**config.mk**
```make
export PLATFORM = sky130hd
export DESIGN_NAME = length_prefixed_record_deframer
export DESIGN_NICKNAME = d
export VERILOG_FILES = /design/src/rtl/lprd_pkg.sv /design/src/rtl/lprd_core.sv /design/src/rtl/lprd_outq.sv /design/src/rtl/length_prefixed_record_deframer.sv
export VERILOG_INCLUDE_DIRS = /design/src /design/src/rtl
export SDC_FILE = /design/constraint.sdc
export NUM_CORES = 1
export LEC_CHECK = 0
export BUFFER_PORTS_ARGS = -buffer_cell sky130_fd_sc_hd__buf_2
export CAP_MARGIN = 20
export CORE_ASPECT_RATIO = 1.1
export CORE_MARGIN = 3
export CORE_UTILIZATION = 35
export DETAILED_ROUTE_END_ITERATION = 16
export SLEW_MARGIN = 10
export SYNTH_ARGS = -nofsm -noshare
export SYNTH_HDL_FRONTEND = slang
export SYNTH_SLANG_ARGS = --single-unit
```
**constraint.sdc**
```tcl
create_clock -name clk -period 8.3 [get_ports clk]
set_clock_uncertainty 0.05 [all_clocks]
set_input_delay 0.415 -clock clk [delete_from_list [all_inputs] [get_ports clk]]
set_output_delay 0.415 -clock clk [all_outputs]
set_load 0.005 [all_outputs]
```
**src/rtl/assert_macros.svh**
```systemverilog
// ---------------------------------------------------------------------------
// assert_macros.svh
// Shared concurrent assertion macros, clocked and reset-qualified.
// ---------------------------------------------------------------------------
`ifndef ASSERT_MACROS_SVH
`define ASSERT_MACROS_SVH

// Property must hold at every rising clock edge outside reset.
`define ASSERT_ALWAYS(label, clk, rst_n, prop) \
  label: assert property (@(posedge clk) disable iff (!rst_n) (prop)) \
    else $error("assertion failed");

// Antecedent implies consequent in the same cycle.
`define ASSERT_IMPL(label, clk, rst_n, ante, cons) \
  label: assert property (@(posedge clk) disable iff (!rst_n) (ante) |-> (cons)) \
    else $error("assertion failed");

`endif

```
**src/rtl/lprd_pkg.sv**
```systemverilog
// ---------------------------------------------------------------------------
// lprd_pkg
// Types and constants for the length-prefixed record deframer.
// ---------------------------------------------------------------------------
`default_nettype none

package lprd_pkg;

  localparam int HDR_LEN   = 6;
  localparam int LEN_BYTES = 4;
  localparam int BYTE_W    = 8;
  localparam int CNT_W     = 32;
  localparam int Q_DEPTH   = 4;
  localparam int QA_W      = $clog2(Q_DEPTH);

  typedef enum logic [2:0] {
    PH_HEADER     = 3'd0,
    PH_LENGTH     = 3'd1,
    PH_PAYLOAD    = 3'd2,
    PH_IGNORE     = 3'd3,
    PH_BAD_HEADER = 3'd4
  } phase_t;

  typedef enum logic [2:0] {
    KIND_BYTE       = 3'd0,
    KIND_EMPTY      = 3'd1,
    KIND_OK         = 3'd2,
    KIND_BAD_HEADER = 3'd3,
    KIND_TRUNCATED  = 3'd4
  } kind_t;

  typedef struct packed {
    logic              has_byte;
    logic [BYTE_W-1:0] stream_byte;
    logic              end_of_stream;
  } in_item_t;

  typedef struct packed {
    kind_t             kind;
    logic [BYTE_W-1:0] payload;
    logic              record_end;
    logic [CNT_W-1:0]  record_number;
  } out_item_t;

  // Results produced by one accepted request, data result ahead of status.
  typedef struct packed {
    logic      byte_v;
    out_item_t byte_res;
    logic      stat_v;
    out_item_t stat_res;
  } push_t;

  function automatic logic [BYTE_W-1:0] hdr_byte(input logic [2:0] pos);
    logic [BYTE_W-1:0] b;
    unique case (pos)
      3'd0:    b = 8'h4D;
      3'd1:    b = 8'h53;
      3'd2:    b = 8'h4D;
      3'd3:    b = 8'h50;
      3'd4:    b = 8'h31;
      default: b = 8'h00;
    endcase
    return b;
  endfunction

endpackage

`default_nettype wire

```
**src/rtl/lprd_core.sv**
```systemverilog
// ---------------------------------------------------------------------------
// lprd_core
// Stream state and result generation, one request per cycle while acc is high.
// ---------------------------------------------------------------------------
`default_nettype none

module lprd_core
  import lprd_pkg::*;
(
  input  wire logic             clk,
  input  wire logic             rst_n,
  input  wire logic             acc,
  input  wire in_item_t         item,
  input  wire logic [CNT_W-1:0] max_records,
  output push_t                 push
);

  `include "assert_macros.svh"

  phase_t             phase_r, phase_nxt, ph_mid;
  logic [2:0]         hdr_pos_r, hdr_pos_nxt, hdr_pos_mid;
  logic [2:0]         len_seen_r, len_seen_nxt, len_seen_mid;
  logic [CNT_W-1:0]   len_shift_r, len_shift_nxt, len_shift_mid;
  logic [CNT_W-1:0]   pay_left_r, pay_left_nxt, pay_left_mid;
  logic [CNT_W-1:0]   rec_done_r, rec_done_nxt, rec_done_mid;

  logic [CNT_W-1:0]   shifted, left_dec, rec_inc;
  logic               len_done, limit_hit;
  logic [BYTE_W-1:0]  b;
  kind_t              stat_kind;

  assign b         = item.stream_byte;
  assign shifted   = {len_shift_r[CNT_W-BYTE_W-1:0], b};
  assign len_done  = (len_seen_r == 3'(LEN_BYTES-1));
  assign left_dec  = pay_left_r - 1'b1;
  assign rec_inc   = rec_done_r + 1'b1;
  assign limit_hit = (max_records != '0) && (rec_inc >= max_records);

  // State after the byte, before end of stream is applied
  always_comb begin
    ph_mid        = phase_r;
    hdr_pos_mid   = hdr_pos_r;
    len_seen_mid  = len_seen_r;
    len_shift_mid = len_shift_r;
    pay_left_mid  = pay_left_r;
    rec_done_mid  = rec_done_r;
    if (item.has_byte) begin
      unique case (phase_r)
        PH_HEADER: begin
          if ((hdr_pos_r < 3'(HDR_LEN)) && (b == hdr_byte(hdr_pos_r))) begin
            hdr_pos_mid = hdr_pos_r + 1'b1;
            if (hdr_pos_r == 3'(HDR_LEN-1)) begin
              ph_mid        = PH_LENGTH;
              len_seen_mid  = '0;
              len_shift_mid = '0;
              pay_left_mid  = '0;
            end
          end else begin
            ph_mid = PH_BAD_HEADER;
          end
        end
        PH_LENGTH: begin
          len_shift_mid = shifted;
          len_seen_mid  = len_seen_r + 1'b1;
          if (len_done) begin
            pay_left_mid = shifted;
            if (shifted == '0) begin
              rec_done_mid  = rec_inc;
              len_seen_mid  = '0;
              len_shift_mid = '0;
              pay_left_mid  = '0;
              ph_mid        = limit_hit ? PH_IGNORE : PH_LENGTH;
            end else begin
              ph_mid = PH_PAYLOAD;
            end
          end
        end
        PH_PAYLOAD: begin
          pay_left_mid = left_dec;
          if (left_dec == '0) begin
            rec_done_mid  = rec_inc;
            len_seen_mid  = '0;
            len_shift_mid = '0;
            ph_mid        = limit_hit ? PH_IGNORE : PH_LENGTH;
          end
        end
        default: begin
        end
      endcase
    end
  end

  always_comb begin
    if (item.end_of_stream) begin
      phase_nxt     = PH_HEADER;
      hdr_pos_nxt   = '0;
      len_seen_nxt  = '0;
      len_shift_nxt = '0;
      pay_left_nxt  = '0;
      rec_done_nxt  = '0;
    end else begin
      phase_nxt     = ph_mid;
      hdr_pos_nxt   = hdr_pos_mid;
      len_seen_nxt  = len_seen_mid;
      len_shift_nxt = len_shift_mid;
      pay_left_nxt  = pay_left_mid;
      rec_done_nxt  = rec_done_mid;
    end
  end

  // Results of this request
  always_comb begin
    push = '0;
    push.byte_res.kind          = KIND_BYTE;
    push.byte_res.record_number = rec_done_r;
    if (item.has_byte && (phase_r == PH_PAYLOAD)) begin
      push.byte_v              = acc;
      push.byte_res.payload    = b;
      push.byte_res.record_end = (left_dec == '0);
    end else if (item.has_byte && (phase_r == PH_LENGTH) && len_done && (shifted == '0)) begin
      push.byte_v              = acc;
      push.byte_res.kind       = KIND_EMPTY;
      push.byte_res.record_end = 1'b1;
    end
    push.stat_v                 = acc && item.end_of_stream;
    push.stat_res.kind          = stat_kind;
    push.stat_res.record_number = rec_done_mid;
  end

  always_comb begin
    priority if ((ph_mid == PH_HEADER) || (ph_mid == PH_BAD_HEADER)) begin
      stat_kind = KIND_BAD_HEADER;
    end else if (ph_mid == PH_PAYLOAD) begin
      stat_kind = KIND_TRUNCATED;
    end else if ((ph_mid == PH_LENGTH) && (len_seen_mid != '0)) begin
      stat_kind = KIND_TRUNCATED;
    end else begin
      stat_kind = KIND_OK;
    end
  end

  always_ff @(posedge clk) begin
    if (!rst_n) begin
      phase_r     <= PH_HEADER;
      hdr_pos_r   <= '0;
      len_seen_r  <= '0;
      len_shift_r <= '0;
      pay_left_r  <= '0;
      rec_done_r  <= '0;
    end else if (acc) begin
      phase_r     <= phase_nxt;
      hdr_pos_r   <= hdr_pos_nxt;
      len_seen_r  <= len_seen_nxt;
      len_shift_r <= len_shift_nxt;
      pay_left_r  <= pay_left_nxt;
      rec_done_r  <= rec_done_nxt;
    end
  end

  `ASSERT_IMPL(a_payload_nonzero, clk, rst_n, phase_r == PH_PAYLOAD, pay_left_r != '0)
  `ASSERT_IMPL(a_header_no_records, clk, rst_n, phase_r == PH_HEADER, rec_done_r == '0)

endmodule

`default_nettype wire

```
**src/rtl/lprd_outq.sv**
```systemverilog
// ---------------------------------------------------------------------------
// lprd_outq
// Small result queue: up to two writes per cycle, one read per cycle while out_ready is high.
// ---------------------------------------------------------------------------
`default_nettype none

module lprd_outq
  import lprd_pkg::*;
(
  input  wire logic  clk,
  input  wire logic  rst_n,
  input  wire push_t push,
  output logic       room,
  output logic       out_valid,
  input  wire logic  out_ready,
  output out_item_t  out_item
);

  `include "assert_macros.svh"

  out_item_t         mem [Q_DEPTH];
  logic [QA_W-1:0]   wr_r, wr_nxt, rd_r, rd_nxt, wr_p1;
  logic [QA_W:0]     cnt_r, cnt_nxt;
  logic              pop, two;
  logic [1:0]        n_push;
  out_item_t         first;

  assign two     = push.byte_v && push.stat_v;
  assign n_push  = 2'(push.byte_v) + 2'(push.stat_v);
  assign first   = push.byte_v ? push.byte_res : push.stat_res;
  assign wr_p1   = wr_r + 1'b1;
  assign pop     = out_valid && out_ready;
  assign wr_nxt  = wr_r + QA_W'(n_push);
  assign rd_nxt  = rd_r + QA_W'(pop);
  assign cnt_nxt = cnt_r + (QA_W+1)'(n_push) - (QA_W+1)'(pop);

  assign out_valid = (cnt_r != '0);
  assign out_item  = mem[rd_r];
  assign room      = (cnt_r <= (QA_W+1)'(Q_DEPTH-2));

  always_ff @(posedge clk) begin
    if (n_push != 2'd0) begin
      mem[wr_r] <= first;
    end
    if (two) begin
      mem[wr_p1] <= push.stat_res;
    end
  end

  always_ff @(posedge clk) begin
    if (!rst_n) begin
      wr_r  <= '0;
      rd_r  <= '0;
      cnt_r <= '0;
    end else begin
      wr_r  <= wr_nxt;
      rd_r  <= rd_nxt;
      cnt_r <= cnt_nxt;
    end
  end

  `ASSERT_ALWAYS(a_cnt_bound, clk, rst_n, cnt_r <= (QA_W+1)'(Q_DEPTH))
  `ASSERT_ALWAYS(a_ptr_cnt, clk, rst_n, QA_W'(wr_r - rd_r) == cnt_r[QA_W-1:0])

endmodule

`default_nettype wire

```
**src/rtl/length_prefixed_record_deframer.sv**
```systemverilog
// ---------------------------------------------------------------------------
// length_prefixed_record_deframer
// Header check and big-endian length-prefixed record splitting of a byte stream.
// ---------------------------------------------------------------------------
// A request is taken whenever in_valid is high and the queue has room. Its
// results are written into a four-entry output queue and leave it in order,
// one result per cycle while out_ready is high; a request that carries both a
// byte and end of stream gives two results. in_ready drops only while fewer
// than two queue entries are free, which can happen even with out_ready held
// high, since the queue's single read port drains one result per cycle.
// The user must write max_records through cfg only while the block is idle;
// the block itself does not enforce this. cfg_ready is always high.
`default_nettype none

module length_prefixed_record_deframer
  import lprd_pkg::*;
(
  input  wire logic             clk,
  input  wire logic             rst_n,
  input  wire logic             in_valid,
  output logic                  in_ready,
  input  wire in_item_t         in_item,
  output logic                  out_valid,
  input  wire logic             out_ready,
  output out_item_t             out_item,
  input  wire logic             cfg_valid,
  output logic                  cfg_ready,
  input  wire logic [CNT_W-1:0] cfg_data
);

  logic [CNT_W-1:0] max_records_r;
  logic             acc, room;
  push_t            push;

  assign cfg_ready = 1'b1;
  assign in_ready  = room;
  assign acc       = in_valid && room;

  always_ff @(posedge clk) begin
    if (!rst_n) begin
      max_records_r <= '0;
    end else if (cfg_valid && cfg_ready) begin
      max_records_r <= cfg_data;
    end
  end

  lprd_core u_core (
    .clk         (clk),
    .rst_n       (rst_n),
    .acc         (acc),
    .item        (in_item),
    .max_records (max_records_r),
    .push        (push)
  );

  lprd_outq u_outq (
    .clk       (clk),
    .rst_n     (rst_n),
    .push      (push),
    .room      (room),
    .out_valid (out_valid),
    .out_ready (out_ready),
    .out_item  (out_item)
  );

endmodule

`default_nettype wire

```
==> flow_summary_export.csv <==
group,metric,value,unit
cells_and_area,final_cells,2460,
timing,finalSetupViolCount,0,
worst_setup_path,crit_path_start_kind,"register",
worst_setup_path,critical_path.endpoint,"u_outq.mem[1][42]$_DFFE_PP_",
worst_setup_path,cp.arrival,6.20,ns
worst_setup_path,required,8.63,ns
yosys,synth_adder_area_share,3.46,%
detailed_routing,via_count,14900,
cells_and_area,fin_nets,1876,
pwr,p_seq_share,43.1,%
worst_setup_path,r2r_end,"u_outq.mem[1][42]$_DFFE_PP_",
timing,tns,0,ns
cts,cts.sinks,312,
yosys,synth.area.mux_share,7.78,%
detailed_routing,viasPerCell,6.07,
yosys,synth_compound_area_share,21.4,%
global_routing,antenna_found_initial,1,
worst_setup_path,cp-end-kind,"register",
yosys,async_flop_share,0,%
yosys,yosys-top-cells-area,"edfxtp_1 24%, dfxtp_1 20%, a31oi_1 6.2%",
pwr,clkPwrFrac,39.0,%
min_path,hp-class,"input pin to register",
timing,hold_viol_final,0,
pwr,swShare,28.4,%
detailed_routing,drt_iter0_drc,1460,
cts,cts_tree,"built",
worst_setup_path,path_class,"register to register",
cells_and_area,nFillCells,4773,
yosys,yosysWarnings,0,
timing,fmaxAchievable,0.171,GHz
pwr,leakagePower,6.95,nW
worst_setup_path,rrSetupSlack,2.43,ns
cells_and_area,design_area,19500,sq um
cells_and_area,multiInputGateArea,8960,sq um
yosys,avgSynthCellArea,9.74,sq um
yosys,synth_top_area_cell,"edfxtp_1",
cts,clock_latency,0.55,ns
detailed_routing,drcViolationCount,0,
yosys,yosysSeqAreaShare,43.6,%
pwr,intPower,2.91,mW
yosys,synth_area,17600,sq um
cts,clk_pin_slew,0.06,ns
run,max-cap-violations,0,
detailed_routing,wirelength,55300,um
yosys,synth-xor-area-share,2.44,%
cells_and_area,final_cell_mix,"172 x a31oi_1, 170 x dfxtp_1, 140 x edfxtp_1",
yosys,synth_top_family_by_area,"compound AO/OA/AOI/OAI gates",
worst_setup_path,reg2reg_from,"u_core.rec_done_r[0]$_SDFFE_PN0P_",
detailed_routing,wl_per_cell,22.5,um
global_routing,grt_max_degree,73,
die,initial_core_util,35.6,%
outcome,outcome,"finished clean",
cts,cts_setup_buffers,0,
placed_design,dp.cells,2396,
cts,clockBufferDepth,3,
timing,rsz0062_at_grt,"false",
global_routing,grt_pass1_wl,85300,um
cts,ctsHoldBuffers,0,
timing,period_share,70.7,%
timing,maxSlewHeadroom,26.5,%
die,rows,85,
cells_and_area,final_common_cell,"a31oi_1",
die,chipHeight,241,um
global_routing,grt.total_usage,20.5,%
placed_design,dpl.hpwl,36200,um
die,dieArea,52900,sq um
yosys,ys_types,75,
yosys,synth_top_area_share,24.0,%
cells_and_area,utilization,39.6,%
worst_setup_path,startpoint,"u_core.rec_done_r[0]$_SDFFE_PN0P_",
pwr,power.density_cell_area,208,nW/um^2
cells_and_area,drive_above_1_share,14.2,%
yosys,ys_ff_latch,312,
cts,cts-root-buf,"clkbuf_16",
pwr,comb_power_share,17.9,%
pwr,switchingPower,1.15,mW
worst_setup_path,critPathMostFrequentCell,"nor2_1",
worst_setup_path,slowest_delay,0.74,ns
cts,htree_levels,2,
yosys,syn_inst,1802,
placed_design,io_buffers,92,
detailed_routing,drt_first_pass_iters,5,
cts,cts_resized,0,
placed_design,placed_area,18300,sq um
yosys,synthFlopType,"dfxtp_1",
placed_design,gp_congestion,0.927,
timing,slew_violations,0,
die,core_area,49200,sq um
timing,fin_crit,5.87,ns
cells_and_area,seq_area,7650,sq um
die,pin_count,94,
worst_setup_path,cp_slowest_cell,"nor4_2",
cts,cts_made_buffers,35,
detailed_routing,antenna_left,0,
timing,tightest_slew,1.10,ns
yosys,synth_edf_count,140,
pwr,peakVddDrop,0.123,mV
die,dieWidth,220,um
global_routing,grt_pass1_vias,14500,
cells_and_area,area_growth,11.1,%
yosys,synth_nets,1897,
global_routing,overflow,0,
worst_setup_path,path_max_fanout,13,
yosys,synth_simple_gate_area_share,15.6,%
worst_setup_path,cp_cell_sequence,"ha_1 > nand3_1 > nor4_2 > nand2_1 > nor2_1 > and3_1 > nand3_1 > xnor2_1 > ha_1 > nor2_1 > nor4_1 > a211oi_1 > a31oi_1 > nor2_1 > mux2_2 > a21oi_1",
worst_setup_path,reg2regPathDepth,16,
==> per-stage QoR <==
stage               power, mW  hold slack (ns)  setup slack [ns]
floorplan                2.25            0.394              3.78
global placement         2.51            0.408              2.67
detailed placement       2.52            0.413              2.50
finish                   4.06           0.0730              2.43
CTS                      4.10           0.0474              2.51
global route             4.23           0.0798              1.85
==> worst max-delay path, delay by kind of cell (launching register included) <==
kind	cells	cell delay [ns]
and+or+nand+nor	9	2.89
adders and majority gates	2	0.79
DFF	1	0.59
AOI/OAI and AO/OA	3	0.50
xor gates and xnor gates	1	0.45
muxes	1	0.43
==> kinds of logic (layout without fill, tap and decap cells) <==
| group | count (synthesis) | count (layout) |
|---|---|---|
| AO/OA/AOI/OAI | 545 | 545 |
| XOR/XNOR | 49 | 49 |
| adder cells (fa/ha/maj) | 48 | 48 |
| buffers and inverters | 240 | 245 |
| flip-flops | 312 | 312 |
| multiplexers | 81 | 81 |
| other | 1 | 2 |
| AND/OR/NAND/NOR | 526 | 526 |
==> sequential cells by signal, indices dropped and copies added, names as in the netlist <==
name                cells
max_records_r          32
u_core.len_seen_r       3
u_outq.rd_r             2
u_core.rec_done_r      32
u_core.phase_r          3
u_core.pay_left_r      32
u_outq.cnt_r            3
u_outq.wr_r             2
u_outq.mem            176
u_core.hdr_pos_r        3
u_core.len_shift_r     24
==> Yosys cell counts (15+ instances only) <==
cell / count
a21boi_0: 17
a21o_1: 17
a21oi_1: 66
a22o_1: 59
a31oi_1: 173
a32o_1: 36
and2_1: 24
and3_1: 19
buf_2: 19
clkbuf_1: 140
dfxtp_1: 172
edfxtp_1: 140
ha_1: 47
inv_1: 59
mux2i_1: 34
mux4_2: 44
nand2_1: 101
nand2b_1: 34
nand3_1: 62
nand4_1: 25
nor2_1: 97
nor2b_1: 33
nor3_1: 47
nor4_1: 29
o21ai_0: 86
or3_1: 17
xnor2_1: 34
xor2_1: 15
==> routing by layer <==
metal / part of all wire [%] / track usage (%)
met1: 40 / 26.2
met3: 7.2 / 3.68
met4: 3.6 / 7.80
met5: 0 / 0
met2: 49 / 34.8
==> how the worst min path moves through the flow <==
stage	from	end	slack, ns	cells past startpoint
global route	cfg_data[9]	max_records_r[9]$_SDFFE_PN0P_	0.08	3
global placement	u_outq.mem[2][35]$_SDFFE_PP0P_	u_outq.mem[2][35]$_SDFFE_PP0P_	0.41	1
detailed placement	u_outq.mem[1][36]$_SDFFE_PP0P_	u_outq.mem[1][36]$_SDFFE_PP0P_	0.41	1
finish	cfg_data[9]	max_records_r[9]$_SDFFE_PN0P_	0.07	3
floorplan	u_outq.mem[2][33]$_SDFFE_PP0P_	u_outq.mem[2][33]$_SDFFE_PP0P_	0.39	1
CTS	cfg_data[9]	max_records_r[9]$_SDFFE_PN0P_	0.05	3
==> power by group through the flow <==
stage                     Clock [mW]  Combinational (mW)  Sequential, mW
final                           1.58               0.726            1.75
after global routing            1.67               0.790            1.77
after CTS                       1.61               0.731            1.76
after detailed placement           0               0.728            1.79
after global placement             0               0.723            1.79
after floorplan                    0               0.540            1.71
==> cell type report <==
type | instances | area share (%)
antenna | 1 | 0.0128
timing repair buffer | 123 | 3.55
sequential | 312 | 39.2
inverter | 59 | 1.14
clock buffer | 48 | 5.06
multi-input combinational | 1250 | 45.9
tap | 652 | 4.18
clock inverter | 15 | 0.866
No activity file was read; power rests on OpenSTA's default activity.
